<file path="config.mk">
export PLATFORM = sky130hd
export DESIGN_NAME = max_abs_off_diagonal_search_unit
export DESIGN_NICKNAME = d
export VERILOG_FILES = /design/src/hw/rtl/maods_pkg.sv /design/src/hw/rtl/max_abs_off_diagonal_search_unit.sv /design/src/hw/rtl/maods_front.sv /design/src/hw/rtl/maods_back.sv
export SDC_FILE = /design/constraint.sdc
export NUM_CORES = 1
export LEC_CHECK = 0
export BUFFER_PORTS_ARGS = -buffer_cell sky130_fd_sc_hd__buf_4
export CORE_MARGIN = 3
export CORE_UTILIZATION = 51
export CTS_BUF_LIST = sky130_fd_sc_hd__clkbuf_8 sky130_fd_sc_hd__clkbuf_16
export CTS_CLUSTER_DIAMETER = 120
export DETAILED_ROUTE_END_ITERATION = 6
export PLACE_DENSITY = 0.72
export SYNTH_ARGS = -nofsm -noshare
export SYNTH_HDL_FRONTEND = slang
export SYNTH_SLANG_ARGS = --single-unit
</file>
<file path="constraint.sdc">
create_clock -name clk -period 8.64 [get_ports clk]
set_clock_uncertainty 0.15 [all_clocks]
set_input_delay 0 -clock clk [delete_from_list [all_inputs] [get_ports clk]]
set_output_delay 0 -clock clk [all_outputs]
set_load 0.05 [all_outputs]
</file>
<file path="src/hw/rtl/maods_pkg.sv">
package maods_pkg;

  localparam int unsigned MaxDim   = 1024;
  localparam int unsigned IdxW     = $clog2(MaxDim);
  localparam int unsigned BoundW   = IdxW + 1;
  localparam int unsigned MagW     = 63;
  localparam logic [MagW-1:0] InfBits = 63'h7FF0000000000000;

  localparam logic [0:0] CfgRowStart = 1'b0;
  localparam logic [0:0] CfgRowEnd   = 1'b1;

  // One classified candidate passed from front to back
  typedef struct packed {
    logic            take;
    logic            last;
    logic [MagW-1:0] mag;
    logic [IdxW-1:0] row;
    logic [IdxW-1:0] col;
  } cand_t;

endpackage

</file>
<file path="src/hw/rtl/max_abs_off_diagonal_search_unit.sv">
// Pivot search for a Jacobi sweep: scans a stream of double elements, keeps
// strictly-lower elements whose row lies in [row_start, row_end) (row_start 0
// means 1), and on the element with tlast emits the largest sign-cleared
// magnitude with its row and column (all zero if none), then restarts. NaNs
// are skipped; ties keep the earliest element. One element per cycle unless the
// queue is full; a result passes through the queue (classify/queue) and then the
// compare register. A two-entry queue between the classifier and the compare stage
// absorbs output stalls. Write configuration only while idle.
module max_abs_off_diagonal_search_unit (
  input  logic        clk,
  input  logic        rst_n,
  input  logic        in_tvalid,
  output logic        in_tready,
  input  logic [87:0] in_tdata,   // [63:0] element_bits, [73:64] elem_row,
                                  // [83:74] elem_col, [87:84] zero
  input  logic        in_tlast,   // is_last
  output logic        out_tvalid,
  input  logic        out_tready,
  output logic [87:0] out_tdata,  // [62:0] max_magnitude, [72:63] max_row,
                                  // [82:73] max_col, [87:83] zero
  input  logic        cfg_valid,
  output logic        cfg_ready,
  input  logic [0:0]  cfg_index,
  input  logic [10:0] cfg_data
);

  logic [maods_pkg::BoundW-1:0] row_start_r, row_end_r;
  logic                         q_valid, q_ready;
  maods_pkg::cand_t             q_data;
  logic [maods_pkg::MagW-1:0]   o_mag;
  logic [maods_pkg::IdxW-1:0]   o_row, o_col;

  assign cfg_ready = 1'b1;

  // Write configuration registers
  always_ff @(posedge clk) begin
    if (!rst_n) begin
      row_start_r <= maods_pkg::BoundW'(1);
      row_end_r   <= '0;
    end else if (cfg_valid) begin
      case (cfg_index)
        maods_pkg::CfgRowStart: row_start_r <= cfg_data;
        maods_pkg::CfgRowEnd:   row_end_r   <= cfg_data;
        default: ;
      endcase
    end
  end

  maods_front u_front (
    .clk, .rst_n, .in_tvalid, .in_tready,
    .in_element_bits(in_tdata[63:0]),
    .in_row(in_tdata[73:64]),
    .in_col(in_tdata[83:74]),
    .in_last(in_tlast),
    .row_start(row_start_r), .row_end(row_end_r),
    .q_valid, .q_ready, .q_data
  );

  maods_back u_back (
    .clk, .rst_n, .q_valid, .q_ready, .q_data,
    .out_tvalid, .out_tready,
    .out_mag(o_mag), .out_row(o_row), .out_col(o_col)
  );

  assign out_tdata = {5'b0, o_col, o_row, o_mag};

endmodule

</file>
<file path="src/hw/rtl/maods_front.sv">
module maods_front (
  input  logic                            clk,
  input  logic                            rst_n,
  input  logic                            in_tvalid,
  output logic                            in_tready,
  input  logic [63:0]                     in_element_bits,
  input  logic [maods_pkg::IdxW-1:0]      in_row,
  input  logic [maods_pkg::IdxW-1:0]      in_col,
  input  logic                            in_last,
  input  logic [maods_pkg::BoundW-1:0]    row_start,
  input  logic [maods_pkg::BoundW-1:0]    row_end,
  output logic                            q_valid,
  input  logic                            q_ready,
  output maods_pkg::cand_t                q_data
);

  localparam int unsigned Depth = 2;

  maods_pkg::cand_t            mem_r [Depth];
  logic                        wp_r, wp_nxt, rp_r, rp_nxt;
  logic [1:0]                  cnt_r, cnt_nxt;
  logic [maods_pkg::BoundW-1:0] lo;
  logic [maods_pkg::BoundW-1:0] row_ext;
  logic                        in_win, lower, not_nan;
  logic [maods_pkg::MagW-1:0]  mag;
  maods_pkg::cand_t            c;
  logic                        push, pop;

  // Classify the incoming element
  always_comb begin
    mag     = in_element_bits[maods_pkg::MagW-1:0];
    lo      = (row_start == '0) ? maods_pkg::BoundW'(1) : row_start;
    row_ext = {1'b0, in_row};
    in_win  = (row_ext >= lo) && (row_ext < row_end);
    lower   = in_col < in_row;
    not_nan = mag <= maods_pkg::InfBits;
    c.take  = in_win && lower && not_nan;
    c.last  = in_last;
    c.mag   = mag;
    c.row   = in_row;
    c.col   = in_col;
  end

  assign in_tready = (cnt_r != 2'd2);
  assign push      = in_tvalid && in_tready;
  assign q_valid   = (cnt_r != 2'd0);
  assign pop       = q_valid && q_ready;
  assign q_data    = mem_r[rp_r];

  always_comb begin
    wp_nxt  = push ? ~wp_r : wp_r;
    rp_nxt  = pop ? ~rp_r : rp_r;
    cnt_nxt = cnt_r + 2'(push) - 2'(pop);
  end

  // Advance queue pointers
  always_ff @(posedge clk) begin
    if (!rst_n) begin
      wp_r  <= 1'b0;
      rp_r  <= 1'b0;
      cnt_r <= 2'd0;
    end else begin
      wp_r  <= wp_nxt;
      rp_r  <= rp_nxt;
      cnt_r <= cnt_nxt;
    end
  end

  // Store a request
  always_ff @(posedge clk) begin
    if (push) begin
      mem_r[wp_r] <= c;
    end
  end

`ifndef SYNTHESIS
  a_no_overflow: assert property (@(posedge clk) disable iff (!rst_n)
    cnt_r <= 2'd2) else $error("queue count overflow");
  a_full_blocks: assert property (@(posedge clk) disable iff (!rst_n)
    (cnt_r == 2'd2) |-> !in_tready) else $error("accept while full");
  a_empty_novalid: assert property (@(posedge clk) disable iff (!rst_n)
    (cnt_r == 2'd0) |-> !q_valid) else $error("valid while empty");
`endif

endmodule

</file>
<file path="src/hw/rtl/maods_back.sv">
module maods_back (
  input  logic                          clk,
  input  logic                          rst_n,
  input  logic                          q_valid,
  output logic                          q_ready,
  input  maods_pkg::cand_t              q_data,
  output logic                          out_tvalid,
  input  logic                          out_tready,
  output logic [maods_pkg::MagW-1:0]    out_mag,
  output logic [maods_pkg::IdxW-1:0]    out_row,
  output logic [maods_pkg::IdxW-1:0]    out_col
);

  logic [maods_pkg::MagW-1:0] best_mag_r, best_mag_nxt;
  logic [maods_pkg::IdxW-1:0] best_row_r, best_row_nxt, best_col_r, best_col_nxt;
  logic                       ovalid_r;
  logic [maods_pkg::MagW-1:0] omag_r;
  logic [maods_pkg::IdxW-1:0] orow_r, ocol_r;
  logic                       go, upd;

  // Stall only when a result waits and another last would overwrite it
  assign q_ready = !(ovalid_r && !out_tready && q_data.last);
  assign go      = q_valid && q_ready;
  assign upd     = q_data.take && (q_data.mag > best_mag_r);

  always_comb begin
    best_mag_nxt = upd ? q_data.mag : best_mag_r;
    best_row_nxt = upd ? q_data.row : best_row_r;
    best_col_nxt = upd ? q_data.col : best_col_r;
  end

  // Track running maximum; clear after last
  always_ff @(posedge clk) begin
    if (!rst_n) begin
      best_mag_r <= '0;
      best_row_r <= '0;
      best_col_r <= '0;
      ovalid_r   <= 1'b0;
    end else begin
      if (out_tready) begin
        ovalid_r <= 1'b0;
      end
      if (go) begin
        if (q_data.last) begin
          best_mag_r <= '0;
          best_row_r <= '0;
          best_col_r <= '0;
          ovalid_r   <= 1'b1;
        end else begin
          best_mag_r <= best_mag_nxt;
          best_row_r <= best_row_nxt;
          best_col_r <= best_col_nxt;
        end
      end
    end
  end

  // Hold result payload
  always_ff @(posedge clk) begin
    if (go && q_data.last) begin
      omag_r <= best_mag_nxt;
      orow_r <= best_row_nxt;
      ocol_r <= best_col_nxt;
    end
  end

  assign out_tvalid = ovalid_r;
  assign out_mag    = omag_r;
  assign out_row    = orow_r;
  assign out_col    = ocol_r;

`ifndef SYNTHESIS
  a_clear_after_last: assert property (@(posedge clk) disable iff (!rst_n)
    (go && q_data.last) |=> (best_mag_r == '0) && out_tvalid)
    else $error("state not cleared after last");
  a_monotone: assert property (@(posedge clk) disable iff (!rst_n)
    (go && !q_data.last) |=> (best_mag_r >= $past(best_mag_r)))
    else $error("best magnitude fell");
  a_no_nan_best: assert property (@(posedge clk) disable iff (!rst_n)
    best_mag_r <= maods_pkg::InfBits) else $error("NaN taken");
`endif

endmodule
</file>
# Yosys cells after proc, flatten, opt, wreduce, memory -nomap -nowiden
# Memory sizes are Yosys's and may differ from the RTL's. A register that Yosys moved wholly into a read port is not among the register bits.
# Index checks and enable logic that the tools add are counted.
dict set report totals {
  reg_bits 193
  ramBits 170
  input_bits 106
  output_inout_bits 91
  wordCells 53
  memories 1
}
# memory depth width rd rd_ports_with_merged_regs wr line
set memory_table {}
lappend memory_table {u_front.mem_r 2 85 1 1 1 maods_front.sv:19} ;# maods_pkg::cand_t mem_r [Depth];
dict set report classes {
  addsub 2
  order_cmp 5
  eq_ne 1
  muxes 14
  bitwise 3
  reduce_logical 15
}
# operator count
set ops {}
lappend ops {{$mux W63} 2}
lappend ops {{$gt A63 B63 Y1} 1}
lappend ops {{$le A63 B63 Y1 const B} 1}
lappend ops {{$mux W10} 4}
lappend ops {{$ge A10 B11 Y1} 1}
lappend ops {{$logic_not A11 Y1} 1}
lappend ops {{$lt A10 B11 Y1} 1}
lappend ops {{$mux W11} 1}
lappend ops {{$lt A10 B10 Y1} 1}
lappend ops {{$logic_and A1 B1 Y1} 9}
lappend ops {{$mux W1} 7}
lappend ops {{$reduce_and A2 Y1} 2}
lappend ops {{$not A1 Y1} 3}
lappend ops {{$add A2 B1 Y2} 1}
lappend ops {{$logic_not A1 Y1} 2}
lappend ops {{$ne A2 B2 Y1 const B} 1}
lappend ops {{$reduce_bool A2 Y1} 1}
lappend ops {{$sub A2 B1 Y2} 1}

# Depth between registers and ports, before layout
dict set report depth {
  word_depth 7
  mapped_depth 14
  ltp_nobuf 11
}

# Cells and area by module
# Synthesis repeated with hierarchy kept, for this count alone.
dict set report unflattened {
  cells_unflattened 1105
  area_unflattened_um2 16071.7
}
# mod instances cells_each area_each_um2 seq_area_each_um2
set by_module_without_submodules {}
lappend by_module_without_submodules {maods_back 1 599 7956.4 4174.0}
lappend by_module_without_submodules {maods_front 1 412 7201.9 5205.0}
lappend by_module_without_submodules {max_abs_off_diagonal_search_unit 1 94 913.4 440.4}

# Worst setup path after synthesis
# Ideal clock, no wire load.
dict set report synth_path {
  path_kind {flip-flop to flip-flop}
  from {reg (tool-made name)}
  to {reg u_back.best_mag_r[13] (netlist bit)}
  setup_ns 0.117
  t_arrival_ns 5.361
  required_ns 8.373
  slack_ns 3.013
  stages_incl_launch_ff 9
  path_buffers 2
  period_less_slack_ns 5.627
  cell_sequence {dfxtp_1 > mux2i_1 > o22ai_1 > nor2_1 > inv_1 > o311a_1 > buf_6 > buf_6 > a22o_1}
}
# element line
set synth_lines {}
lappend synth_lines {{end signal, assigned} maods_back.sv:50} ;# best_mag_r <= best_mag_nxt;
lappend synth_lines {{end, declared} maods_back.sv:14} ;# logic [maods_pkg::MagW-1:0] best_mag_r, best_mag_nxt;

==> metrics.md <==
| Metric | Value |
|---|---|
| WHS | 0.07916 ns |
| Die ar. | 32,650 µm² |
| DRT Pass-1 Iters | 5 |
| CTS tree | yes |
| Crit end category | flop |
| Synthesized area | approximately 16,000 µm² |
| Clock power frac | 25.8% |
| CP max FO | 88 |
| Vias | 10.44k |
| Clk root buf | clkbuf_16 |
| Max cap viols | 0 |
| Setup ws final | roughly 2.9 ns |
| IO Count | roughly 200 |
| Crit path kind | flop to flop |
| Syn avg cell area | ~13 µm² |
| Area grow syn2layout | 26.17% |
| Detailed router's first-iteration violation count | around 740 |
| Startpoint Class | flop |
| CTS HTree Levels | 2 |
| Fraction of layout cells with a size suffix above 1 | about a fifth |
| Tightest Pin Transition | ~1.2 ns |
| Outcome | completed |
| Worst VDD drop | around 0.24 mV |
| Gr ovfl total | 0 |
| Critical path buffers and inverters | 2 |
| Post-CTS setup buffer count | 0 |
| Final TNS setup | 0 ns |
| Reg2Reg Setup Slack | 2.89 ns |
| Filler cell count | about 2.2k |
| Total CTS buffers | 39 |
| Clock-pin slew on the worst setup and hold paths | approximately 0.060 ns |
| Seq/Total Area, Yosys | between 60% and 70% |
| Placed wire-length estimate | about 22,000 µm |
| Post-synth top flop | edfxtp_1 |
| Leak | 7.414 nW |
| Sw frac | a little over a third |
| Hold Path Class | input port to flop |
| EDFF count, synth | around 250 |
| Clock sinks | 364 |
| Post-cts sizing count | 0 |
| # setup viols final | 0 |
| Slowest Stage Delay on Critical Path | around 0.98 ns |
| Crit path DAT | 5.81 ns |
| Detail Route Antenna Nets | 0 |
| Setup Slack @ Placement | between 2 and 3 ns |
| Yosys warnings | 0 |
| Vias in the first global route | ~11k |
| Crit path max-delay family | simple AND/OR/NAND/NOR gates |
| Storage cell area | 9823 µm² |
| R2R depth | 11 |
| Met2 routed WL | 17,180 µm |
| Largest net degree at the start of global routing | ~90 |
| Seq pwr share | between 40% and 50% |
| Antenna violations before repair | 0 |
| Top Metal Used | met4 |
| DR DRC count | 0 |
| Routed vias/inst | 5.371 |
| First-pass GRT wire length | 55,780 µm |
| Clk_lat worst skew | between 0.5 and 0.6 ns |
| Die outline width | about 180 µm |
| Power density over the cells | ~310 nW/µm² |
| Tot Pwr | 6.102 mW |
| WL/cell | roughly 18 µm |
| Post-synth cell types | 52 |
| Synth async-reset ratio | 0% |
| Synth Instances | between 1k and 1.5k |
| Max_slew headroom | roughly a fifth |
| Initial Utilization | 52.10% |
| RSZ-0062 raised after global routing | no |
| Sw power | approximately 2.2 mW |
| Met3 WL | between 1500 and 2000 µm |
| Part of the cycle the worst path needs | 66.51% |
| Gr usage total | a little over a fifth |
| ANT cells | 0 |
| Data required, critical path | between 8 and 9 ns |
| Internal power | roughly 3.9 mW |
| Hold Path End | u_front.mem_r[1][33] |
| Core area | approximately 30,000 µm² |
| Multi-input gate area | ~5100 µm² |
| Fin crit period | between 5 and 6 ns |
| Worst hold start | in_tdata[13] |
| Detailed Route WL | 34,870 µm |
| Hold path depth | 2 |
| Slowest cell on the critical path | dfxtp_4 |
| Wire length on met1 | ~15,000 µm |
| Fin. max-slew vios | 0 |
| CTS Buffer Depth | 3 |
| Fin nets | 1,723 |
| Logic pwr share | between 30 and 40% |
| Die Height | 180.7 µm |
| Placer Congestion | 0.8235 |
| IO buf count | 185 |
| R2r endpoint | u_back.out_mag[59] |
| Hold Vio Cnt, Final | 0 |
| Row count | 63 |
| CP cell instances | mux2_2 -> ha_1 -> nand4_1 -> nor4_2 -> nand4_1 -> a21oi_2 -> nor4_2 -> nor2_4 -> buf_4 -> buf_4 -> o21ai_0 |
| Fmax | between 150 and 200 MHz |
| Seq cells post-synth | 364 |
state kept, by name, summed over array words and instances, names as in the netlist, 2 cells and up, named ones only:
| name | cells |
|---|---|
| u_back.best_mag_r | 63 |
| u_front.mem_r | 170 |
| u_back.best_col_r | 10 |
| u_back.out_row | 10 |
| u_back.out_mag | 63 |
| row_start_r | 11 |
| u_front.cnt_r | 2 |
| row_end_r | 11 |
| u_back.out_col | 10 |
| u_back.best_row_r | 10 |
cell families (layout without fill, tap and decap cells):
group                    Yosys count  count (layout)  share of synthesized area (%)
XOR/XNOR                           3               3                         0.1689
multiplexers                      84              84                          5.901
AO/OA/AOI/OAI                    272             272                          11.32
other                              2               6                        0.04825
buffers and inverters            156             483                          4.679
adder cells (fa/ha/maj)           93              93                          7.477
AND/OR/NAND/NOR                  248             248                          7.316
flip-flops                       364             364                          63.09
synth_stat cells (17+ instances only):
cell type,count,share of area [%]
edfxtp_1,253,49
nand2_1,147,3.5
dfxtp_1,111,14
inv_1,98,2.4
ha_1,93,7.5
a22o_1,63,3.5
o21ai_1,63,2.0
mux2_2,62,4.5
a21oi_1,51,1.6
o21ai_0,35,1.1
nor2_1,30,0.72
a21boi_0,23,1.1
mux2i_1,22,1.4
clkbuf_1,21,0.51
buf_2,18,0.58
nor4_1,18,0.72
nand4_1,17,0.68
cell type report:
type,instances,area share [%]
Tap cell,390,2.485
Multi-Input combinational cell,706,25.76
Inverter,98,1.873
Clock buffer,44,5.435
Clock inverter,26,0.8347
Sequential cell,364,50.03
Timing Repair Buffer,315,13.58
power by group through the flow:
stage	Sequential [mW]	Combinational [mW]	Clock, mW
3_3_place_gp	2.48	1.98	0
3_5_place_dp	2.49	2.02	0
6_report	2.46	2.07	1.58
2_1_floorplan	2.94	1.02	0
5_1_grt	2.49	2.25	1.69
4_1_cts	2.46	2.07	1.61
how the worst max path moves through the flow:
| stage | startpoint | end | slack [ns] | cells past startpoint |
|---|---|---|---|---|
| finish | flop | u_back.out_mag[59] | 2.89 | 11 |
| floorplan | flop | u_back.best_mag_r[13] | 3.01 | 8 |
| CTS | flop | u_back.out_mag[59] | 2.86 | 11 |
| global route | flop | u_back.out_mag[59] | 2.53 | 12 |
| global placement | flop | u_back.out_mag[59] | 2.91 | 11 |
| detailed placement | flop | u_back.out_mag[59] | 2.86 | 11 |
cells in the final DEF (no fill, tap or decap), types with 23 or more instances in the layout:
master         count
a21boi_0          23
o21ai_0           35
ha_1              93
a22o_1            63
inv_1            109
o21ai_1           63
nand2_1          147
dlygate4sd3_1    121
a21oi_1           51
dfxtp_1          110
buf_4            194
mux2_2            62
nor2_1            28
clkbuf_16         41
edfxtp_1         253
stage by stage:
stage	cell area, µm²	cells	util, %
floorplan	15580	1226	-
global placement	17190	1752	57.55
detailed placement	17190	1752	57.55
CTS	19640	1943	65.73
global route	19640	1943	65.73
finish	19640	1943	65.73
repair_timing:
action                                  4_1_cts  5_1_grt
endpoints found under the setup margin        0        0
hold buffers                                121        0
hold endpoints to repair                    213        0
routing by layer:
metal / vias up / track usage, %
met4: 0 / 6.294
met5: - / 0
met1: 5059 / 28.22
met2: 268 / 36.04
li1: 5059 / -
met3: 50 / 3.141
Note: power is estimated with default switching activity, not from simulation.
